**src/hdl/clr_pkg.sv**
```systemverilog
package clr_pkg;

  localparam int SCREEN_WIDTH  = 480;
  localparam int SCREEN_HEIGHT = 270;

  localparam int CFG_IDX_W  = 3;
  localparam int CFG_DATA_W = 15;

  localparam logic OP_START = 1'b0;
  localparam logic OP_STEP  = 1'b1;

  localparam logic [CFG_IDX_W-1:0] REG_CAMERA_OFFSET_X = 3'd0;
  localparam logic [CFG_IDX_W-1:0] REG_CAMERA_OFFSET_Y = 3'd1;
  localparam logic [CFG_IDX_W-1:0] REG_CLIP_LEFT       = 3'd2;
  localparam logic [CFG_IDX_W-1:0] REG_CLIP_TOP        = 3'd3;
  localparam logic [CFG_IDX_W-1:0] REG_CLIP_WIDTH      = 3'd4;
  localparam logic [CFG_IDX_W-1:0] REG_CLIP_HEIGHT     = 3'd5;
  localparam logic [CFG_IDX_W-1:0] REG_CLIP_ON         = 3'd6;

  typedef struct packed {
    logic signed [14:0] camera_offset_x;
    logic signed [14:0] camera_offset_y;
    logic signed [14:0] clip_left;
    logic signed [14:0] clip_top;
    logic        [13:0] clip_width;
    logic        [13:0] clip_height;
    logic               clip_on;
  } cfg_t;

  typedef struct packed {
    logic signed [15:0] current_x;
    logic signed [15:0] current_y;
    logic signed [15:0] target_x;
    logic signed [15:0] target_y;
    logic        [15:0] delta_x;
    logic        [15:0] delta_y;
    logic               step_x_negative;
    logic               step_y_negative;
    logic signed [17:0] error_term;
    logic        [7:0]  held_color;
    logic               line_active;
  } line_t;

  typedef struct packed {
    logic signed [15:0] pixel_x;
    logic signed [15:0] pixel_y;
    logic        [7:0]  pixel_color;
    logic               write_enable;
    logic               last_pixel;
  } pixel_t;

endpackage

```
**src/hdl/clr_cfg_regs.sv**
```systemverilog
module clr_cfg_regs (
  input  logic                               clk,
  input  logic                               rst_n,
  input  logic                               cfg_we,
  input  logic [clr_pkg::CFG_IDX_W-1:0]      cfg_index,
  input  logic [clr_pkg::CFG_DATA_W-1:0]     cfg_data,
  output clr_pkg::cfg_t                      cfg
);

  clr_pkg::cfg_t cfg_r;
  clr_pkg::cfg_t cfg_nxt;

  always_comb begin
    cfg_nxt = cfg_r;
    if (cfg_we) begin
      case (cfg_index)
        clr_pkg::REG_CAMERA_OFFSET_X: cfg_nxt.camera_offset_x = $signed(cfg_data);
        clr_pkg::REG_CAMERA_OFFSET_Y: cfg_nxt.camera_offset_y = $signed(cfg_data);
        clr_pkg::REG_CLIP_LEFT:       cfg_nxt.clip_left       = $signed(cfg_data);
        clr_pkg::REG_CLIP_TOP:        cfg_nxt.clip_top        = $signed(cfg_data);
        clr_pkg::REG_CLIP_WIDTH:      cfg_nxt.clip_width      = cfg_data[13:0];
        clr_pkg::REG_CLIP_HEIGHT:     cfg_nxt.clip_height     = cfg_data[13:0];
        clr_pkg::REG_CLIP_ON:         cfg_nxt.clip_on         = cfg_data[0];
        default: ;
      endcase
    end
  end

  always_ff @(posedge clk) begin
    if (!rst_n) begin
      cfg_r <= '0;
    end else begin
      cfg_r <= cfg_nxt;
    end
  end

  assign cfg = cfg_r;

endmodule

```
**src/hdl/clr_setup.sv**
```systemverilog
module clr_setup (
  input  logic signed [14:0] start_x,
  input  logic signed [14:0] start_y,
  input  logic signed [14:0] end_x,
  input  logic signed [14:0] end_y,
  input  logic        [7:0]  line_color,
  input  clr_pkg::cfg_t      cfg,
  output clr_pkg::line_t     line
);

  logic signed [15:0] x1, y1, x2, y2;
  logic signed [16:0] diff_x, diff_y;
  logic               x_fwd, y_fwd;
  logic        [15:0] dx, dy;

  assign x1 = 16'(start_x) - 16'(cfg.camera_offset_x);
  assign y1 = 16'(start_y) - 16'(cfg.camera_offset_y);
  assign x2 = 16'(end_x) - 16'(cfg.camera_offset_x);
  assign y2 = 16'(end_y) - 16'(cfg.camera_offset_y);

  assign diff_x = 17'(x2) - 17'(x1);
  assign diff_y = 17'(y2) - 17'(y1);
  assign x_fwd  = x1 < x2;
  assign y_fwd  = y1 < y2;
  assign dx     = x_fwd ? diff_x[15:0] : 16'(-diff_x);
  assign dy     = y_fwd ? diff_y[15:0] : 16'(-diff_y);

  always_comb begin
    line.current_x       = x1;
    line.current_y       = y1;
    line.target_x        = x2;
    line.target_y        = y2;
    line.delta_x         = dx;
    line.delta_y         = dy;
    line.step_x_negative = !x_fwd;
    line.step_y_negative = !y_fwd;
    line.error_term      = $signed({2'b00, dx}) - $signed({2'b00, dy});
    line.held_color      = line_color;
    line.line_active     = 1'b1;
  end

endmodule

```
**src/hdl/clr_step.sv**
```systemverilog
module clr_step (
  input  clr_pkg::line_t  line,
  input  clr_pkg::cfg_t   cfg,
  output clr_pkg::pixel_t pixel,
  output clr_pkg::line_t  line_adv
);

  logic signed [18:0] e2, dx_w, dy_w, err_w, err_new;
  logic               move_x, move_y, last;
  logic               on_screen, in_clip;
  logic signed [16:0] x_w, y_w, left_w, top_w, right_w, bottom_w;

  assign e2     = {line.error_term, 1'b0};
  assign dx_w   = $signed({3'b000, line.delta_x});
  assign dy_w   = $signed({3'b000, line.delta_y});
  assign err_w  = 19'(line.error_term);
  assign move_x = e2 > -dy_w;
  assign move_y = e2 < dx_w;
  assign err_new = err_w - (move_x ? dy_w : 19'sd0) + (move_y ? dx_w : 19'sd0);

  assign last = (line.current_x == line.target_x) && (line.current_y == line.target_y);

  assign x_w      = 17'(line.current_x);
  assign y_w      = 17'(line.current_y);
  assign left_w   = 17'(cfg.clip_left);
  assign top_w    = 17'(cfg.clip_top);
  assign right_w  = left_w + $signed({3'b000, cfg.clip_width});
  assign bottom_w = top_w + $signed({3'b000, cfg.clip_height});

  assign on_screen = !line.current_x[15] && !line.current_y[15] &&
                     (x_w < $signed(17'(clr_pkg::SCREEN_WIDTH))) &&
                     (y_w < $signed(17'(clr_pkg::SCREEN_HEIGHT)));
  assign in_clip   = (x_w >= left_w) && (x_w < right_w) &&
                     (y_w >= top_w) && (y_w < bottom_w);

  always_comb begin
    pixel.pixel_x      = line.current_x;
    pixel.pixel_y      = line.current_y;
    pixel.pixel_color  = line.held_color;
    pixel.write_enable = on_screen && (!cfg.clip_on || in_clip);
    pixel.last_pixel   = last;

    line_adv = line;
    if (last) begin
      line_adv.line_active = 1'b0;
    end else begin
      line_adv.error_term = err_new[17:0];
      if (move_x) begin
        line_adv.current_x = line.current_x + (line.step_x_negative ? -16'sd1 : 16'sd1);
      end
      if (move_y) begin
        line_adv.current_y = line.current_y + (line.step_y_negative ? -16'sd1 : 16'sd1);
      end
    end
  end

endmodule

```
**src/hdl/clipped_line_rasterizer.sv**
```systemverilog
// Line draw engine that turns two endpoints into a stream of frame buffer pixels.
// The input channel (in_valid/in_ready) carries one request per item. A start
// request (in_operation = 0) loads both endpoints, shifted by the camera offset,
// and the line color; it produces no output. Each step request (in_operation = 1)
// produces one pixel on the output channel (out_valid/out_ready) with its screen
// coordinates, color, write enable and a last flag on the final endpoint, after
// which the engine is idle and further steps produce nothing.
// Each accepted step writes its pixel into the output register; one request can
// be accepted each cycle while that register is empty or being drained, so a
// line of N pixels streams out at one pixel per clock when the receiver does
// not stall. The Bresenham state update is a single add-and-compare stage that
// closes on itself through the line register. A stalled output register holds
// its pixel; in_ready is high only while it is empty or freed in the same cycle.
// The cfg_we/cfg_index/cfg_data port writes the camera and clip registers; the
// camera offset is sampled at start, the clip window is checked at every step.
// A synchronous reset (rst_n low) clears all but pixel_r; the engine is idle.
module clipped_line_rasterizer (
  input  logic                               clk,
  input  logic                               rst_n,
  input  logic                               cfg_we,
  input  logic [clr_pkg::CFG_IDX_W-1:0]      cfg_index,
  input  logic [clr_pkg::CFG_DATA_W-1:0]     cfg_data,
  input  logic                               in_valid,
  output logic                               in_ready,
  input  logic                               in_operation,
  input  logic signed [14:0]                 in_start_x,
  input  logic signed [14:0]                 in_start_y,
  input  logic signed [14:0]                 in_end_x,
  input  logic signed [14:0]                 in_end_y,
  input  logic        [7:0]                  in_line_color,
  output logic                               out_valid,
  input  logic                               out_ready,
  output logic signed [15:0]                 out_pixel_x,
  output logic signed [15:0]                 out_pixel_y,
  output logic        [7:0]                  out_pixel_color,
  output logic                               out_write_enable,
  output logic                               out_last_pixel
);

  clr_pkg::cfg_t   cfg;
  clr_pkg::line_t  line_r, line_nxt, line_start, line_adv;
  clr_pkg::pixel_t pixel, pixel_r, pixel_nxt;
  logic            out_valid_r, out_valid_nxt;
  logic            accept;

  clr_cfg_regs u_cfg (
    .clk       (clk),
    .rst_n     (rst_n),
    .cfg_we    (cfg_we),
    .cfg_index (cfg_index),
    .cfg_data  (cfg_data),
    .cfg       (cfg)
  );

  clr_setup u_setup (
    .start_x    (in_start_x),
    .start_y    (in_start_y),
    .end_x      (in_end_x),
    .end_y      (in_end_y),
    .line_color (in_line_color),
    .cfg        (cfg),
    .line       (line_start)
  );

  clr_step u_step (
    .line     (line_r),
    .cfg      (cfg),
    .pixel    (pixel),
    .line_adv (line_adv)
  );

  assign in_ready = !out_valid_r || out_ready;
  assign accept   = in_valid && in_ready;

  always_comb begin
    line_nxt      = line_r;
    pixel_nxt     = pixel_r;
    out_valid_nxt = out_valid_r && !out_ready;
    if (accept) begin
      if (in_operation == clr_pkg::OP_START) begin
        line_nxt = line_start;
      end else if (line_r.line_active) begin
        line_nxt      = line_adv;
        pixel_nxt     = pixel;
        out_valid_nxt = 1'b1;
      end
    end
  end

  always_ff @(posedge clk) begin
    if (!rst_n) begin
      line_r      <= '0;
      out_valid_r <= 1'b0;
    end else begin
      line_r      <= line_nxt;
      out_valid_r <= out_valid_nxt;
    end
  end

  always_ff @(posedge clk) begin
    pixel_r <= pixel_nxt;
  end

  assign out_valid        = out_valid_r;
  assign out_pixel_x      = pixel_r.pixel_x;
  assign out_pixel_y      = pixel_r.pixel_y;
  assign out_pixel_color  = pixel_r.pixel_color;
  assign out_write_enable = pixel_r.write_enable;
  assign out_last_pixel   = pixel_r.last_pixel;

endmodule
```
**config.mk**
```make
export PLATFORM = sky130hd
export DESIGN_NAME = clipped_line_rasterizer
export DESIGN_NICKNAME = d
export VERILOG_FILES = /design/src/hdl/clr_pkg.sv /design/src/hdl/clr_cfg_regs.sv /design/src/hdl/clr_setup.sv /design/src/hdl/clr_step.sv /design/src/hdl/clipped_line_rasterizer.sv
export SDC_FILE = /design/constraint.sdc
export NUM_CORES = 1
export LEC_CHECK = 0
export BUFFER_PORTS_ARGS = -buffer_cell sky130_fd_sc_hd__buf_2
export CORE_MARGIN = 2
export CORE_UTILIZATION = 60
export CTS_BUF_LIST = sky130_fd_sc_hd__clkbuf_2
export DETAILED_ROUTE_END_ITERATION = 10
export MAX_ROUTING_LAYER = met4
export PLACE_DENSITY_LB_ADDON = 0.25
export SETUP_SLACK_MARGIN = 0.05
export SYNTH_ARGS = -nofsm -noshare
export SYNTH_HDL_FRONTEND = slang
export SYNTH_SLANG_ARGS = --single-unit
```
**constraint.sdc**
```tcl
create_clock -name clk -period 8 [get_ports clk]
set_input_delay 0 -clock clk [delete_from_list [all_inputs] [get_ports clk]]
set_output_delay 0 -clock clk [all_outputs]
set_load 0.01 [all_outputs]
```
==> results by group <==
Status
  • Status: completed

Cells and area
  • Layout cell share with drive strength beyond 1: 10.3%
  • FF/Latch Area: 5570 µm²
  • Multi-input gate area: 14500 µm²
  • Post-layout util: 70.6%
  • Layout net count: 3308
  • Area Growth Syn to Fin: 15.9%
  • Fillcell total: 2805

Placed design
  • Port buffer count: 135
  • RePlAce Congestion: 0.963
  • Pre-CTS WS: 893 ps
  • DPL Wire Length: 50100 µm

Power and ir drop
  • Pwr Density: 257 nW/µm²
  • P_leak: 10.5 nW
  • Peak supply drop: 0.000283 V

STA
  • PnR worst setup slack: 729 ps
  • Final min period: 7270 ps
  • Clk_skew: 114 ps
  • Hold slack: 90.2 ps
  • Slew HR: 21.3%
  • Worst-margin pin slew: 1180 ps
  • Setup repair after global routing missed its margin: no
  • Endpoints failing setup: 0
  • Final Hold Vio Count: 0
  • Fmax: 0.138 GHz
  • Pins Over Slew Limit: 0
  • Setup TNS Final: 0 ps
  • Final period util: 90.9%

Drt
  • Drt first pass iters: 5
  • Post-DRT Antenna Nets: 0
  • Total wire length: 69200 µm
  • Vias: 20800
  • DR vias/cell: 6.09
  • DRC viols: 0
  • DR WL/cell: 20.2 µm
  • DR iter-0 viols: 1641

Setup path
  • Arrival time worst endpoint: 8140 ps
  • R2R cell count: 28
  • Worst R2R Start: line_r[31]
  • Most used cell, CP: nand2_1
  • Reg2Reg Setup Slack: 730 ps
  • Worst EP required: 8870 ps
  • Worst path max stage delay: 700 ps
  • Startpoint Class: register
  • Critical Path End Type: register
  • Crit Path Class: reg2reg
  • Worst r2r dst: line_r[25]
  • Max FO, Critical Path: 15
  • CP max-delay cell: nor2_1

Clock network
  • CTS tree: done
  • Resized cells post-CTS: 0
  • Worst skew pair latency: 1020 ps
  • Clock-pin slew on the worst setup and hold paths: 100 ps
  • CTS sink count: 257
  • Cts bufs inserted: 73
  • Root buf cell: clkbuf_2
  • H-tree Lvls: 3
  • CTS Buffer Depth: 3
  • Setup bufs post-CTS: 0
  • # hold bufs at CTS: 169

Global routing
  • Overflow after GRT: 0
  • Vias in the first global route: 20500
  • Initial antenna violation count: 1
  • Largest net degree at the start of global routing: 101
  • Tot GR Track Use: 38.7%
  • First-pass GRT wire length: 107000 µm

Yosys
  • Area contributors post-synth: dfxtp_1 20%, ha_1 17%, a21oi_1 6.4%
  • Sequential fraction of the synthesis area: 26.4%
  • Top_reg_cell synth: dfxtp_1
  • Post-synth top area cell: dfxtp_1
  • Synth Instances: 2607
  • Yosys Warn Count: 0
  • Yosys cell types: 76
  • Yosys top cell area share: 20.4%
  • Syn avg cell area: 8.09 µm²
  • Ys async rst share: 0%
  • Syn Nets: 3005
  • Top-count cell post-synth: nand2_1
  • Post-synth EDFFs: 42
  • Flop and latch count out of synthesis: 257
  • Post-synth top cells: 350 x nand2_1, 279 x ha_1, 268 x a21oi_1
  • Synth Cell Area: 21100 µm²

Floorplanning
  • Initial Util: 60.9%
  • Die area: 36700 µm²
  • Die H: 192 µm
  • Die X: 192 µm
  • Cell Rows: 68
  • Core area: 34600 µm²
  • Top-Level Pins: 136

Flow run
  • Maxcap violations: 0

Worst hold path
  • Worst hold path type: in2reg
  • Hold Path Sink: line_r[77]
  • Hold Crit Depth: 5
  • Hold_sp: in_end_x[0]
[registers in the layout, indices dropped and copies added (netlist names)]
name,count
u_cfg.cfg,89
out_last_pixel,1
out_pixel_color,8
line_r,125
out_pixel_x,16
out_pixel_y,16
out_write_enable,1
out_valid,1
[metal layers]
layer	global-route usage (%)	vias up	share of wire [%]
li1	-	9891	-
met1	45.5	9840	40
met2	63.9	872	47
met3	6.04	220	7.4
met4	20.5	0	5.5
met5	-	-	0
[cell usage in the layout (no fill, tap or decap), drive strengths merged, types with 16 or more instances in the layout]
cell type,instances
a21oi,268
and3,19
clkinv,22
o31ai,16
inv,193
a211oi,45
o221ai,21
nand3,49
o21a,20
fa,27
nor2b,31
xor2,87
dfxtp,215
or3,17
o211ai,22
ha,279
nand2,350
and2,31
xnor2,139
o21ai,104
o21bai,23
nor2,168
a31oi,25
dlygate4sd3,169
nor3,47
buf,143
nand4,32
clkbuf,102
nand2b,29
a21o,66
edfxtp,42
[kinds of logic after synthesis]
family / count (synthesis) / synth area share (%)
muxes: 7 / 0.344
AOI/OAI and AO/OA: 708 / 21.6
buffers and inverters: 276 / 4.95
and+or+nand+nor: 826 / 18.1
xor gates and xnor gates: 227 / 9.49
adders and majority gates: 306 / 19.1
DFF: 257 / 26.4
[worst max path at each step]
stage               startpoint          to  slack (ps)
floorplan           line_r[31]  line_r[25]        1970
global placement    line_r[31]  line_r[25]        1110
detailed placement  line_r[31]  line_r[25]         890
CTS                 line_r[31]  line_r[25]         840
global route        line_r[31]  line_r[25]         260
finish              line_r[31]  line_r[25]         730
[critical path: cells and delay by family, from the launching register on]
family,cells,cell delay (ps)
muxes,1,180
adders and majority gates,3,990
AOI/OAI and AO/OA,8,2010
buffers and inverters,2,170
and+or+nand+nor,12,3140
xor gates and xnor gates,2,320
DFF,1,370
[metrics by stage]
| step | instance area [µm²] | total power [mW] | cells |
|---|---|---|---|
| 2_1_floorplan | 21100 | 4.23 | 2607 |
| 3_3_place_gp | 22100 | 5.04 | 3121 |
| 3_5_place_dp | 22100 | 5.11 | 3121 |
| 4_1_cts | 24500 | 6.21 | 3418 |
| 5_1_grt | 24500 | 6.73 | 3419 |
| 6_report | 24500 | 6.29 | 3419 |
[power by group]
| part | internal [mW] | leakage, nW | switching, mW |
|---|---|---|---|
| clock | 0.383 | 0.501 | 0.629 |
| sequential | 1.41 | 2.15 | 0.171 |
| combinational | 1.54 | 7.86 | 2.15 |
[layout make-up]
type / instances / share of cell area [%]
clock buffers: 102 / 2.09
flip-flops and latches: 257 / 22.7
diodes: 1 / 0.0102
repair buffers: 312 / 9.92
clock inverters: 26 / 0.624
well taps: 455 / 2.33
multi-input cells: 2074 / 59.3
inverters: 192 / 2.97
(Power assumes the default switching activity.)
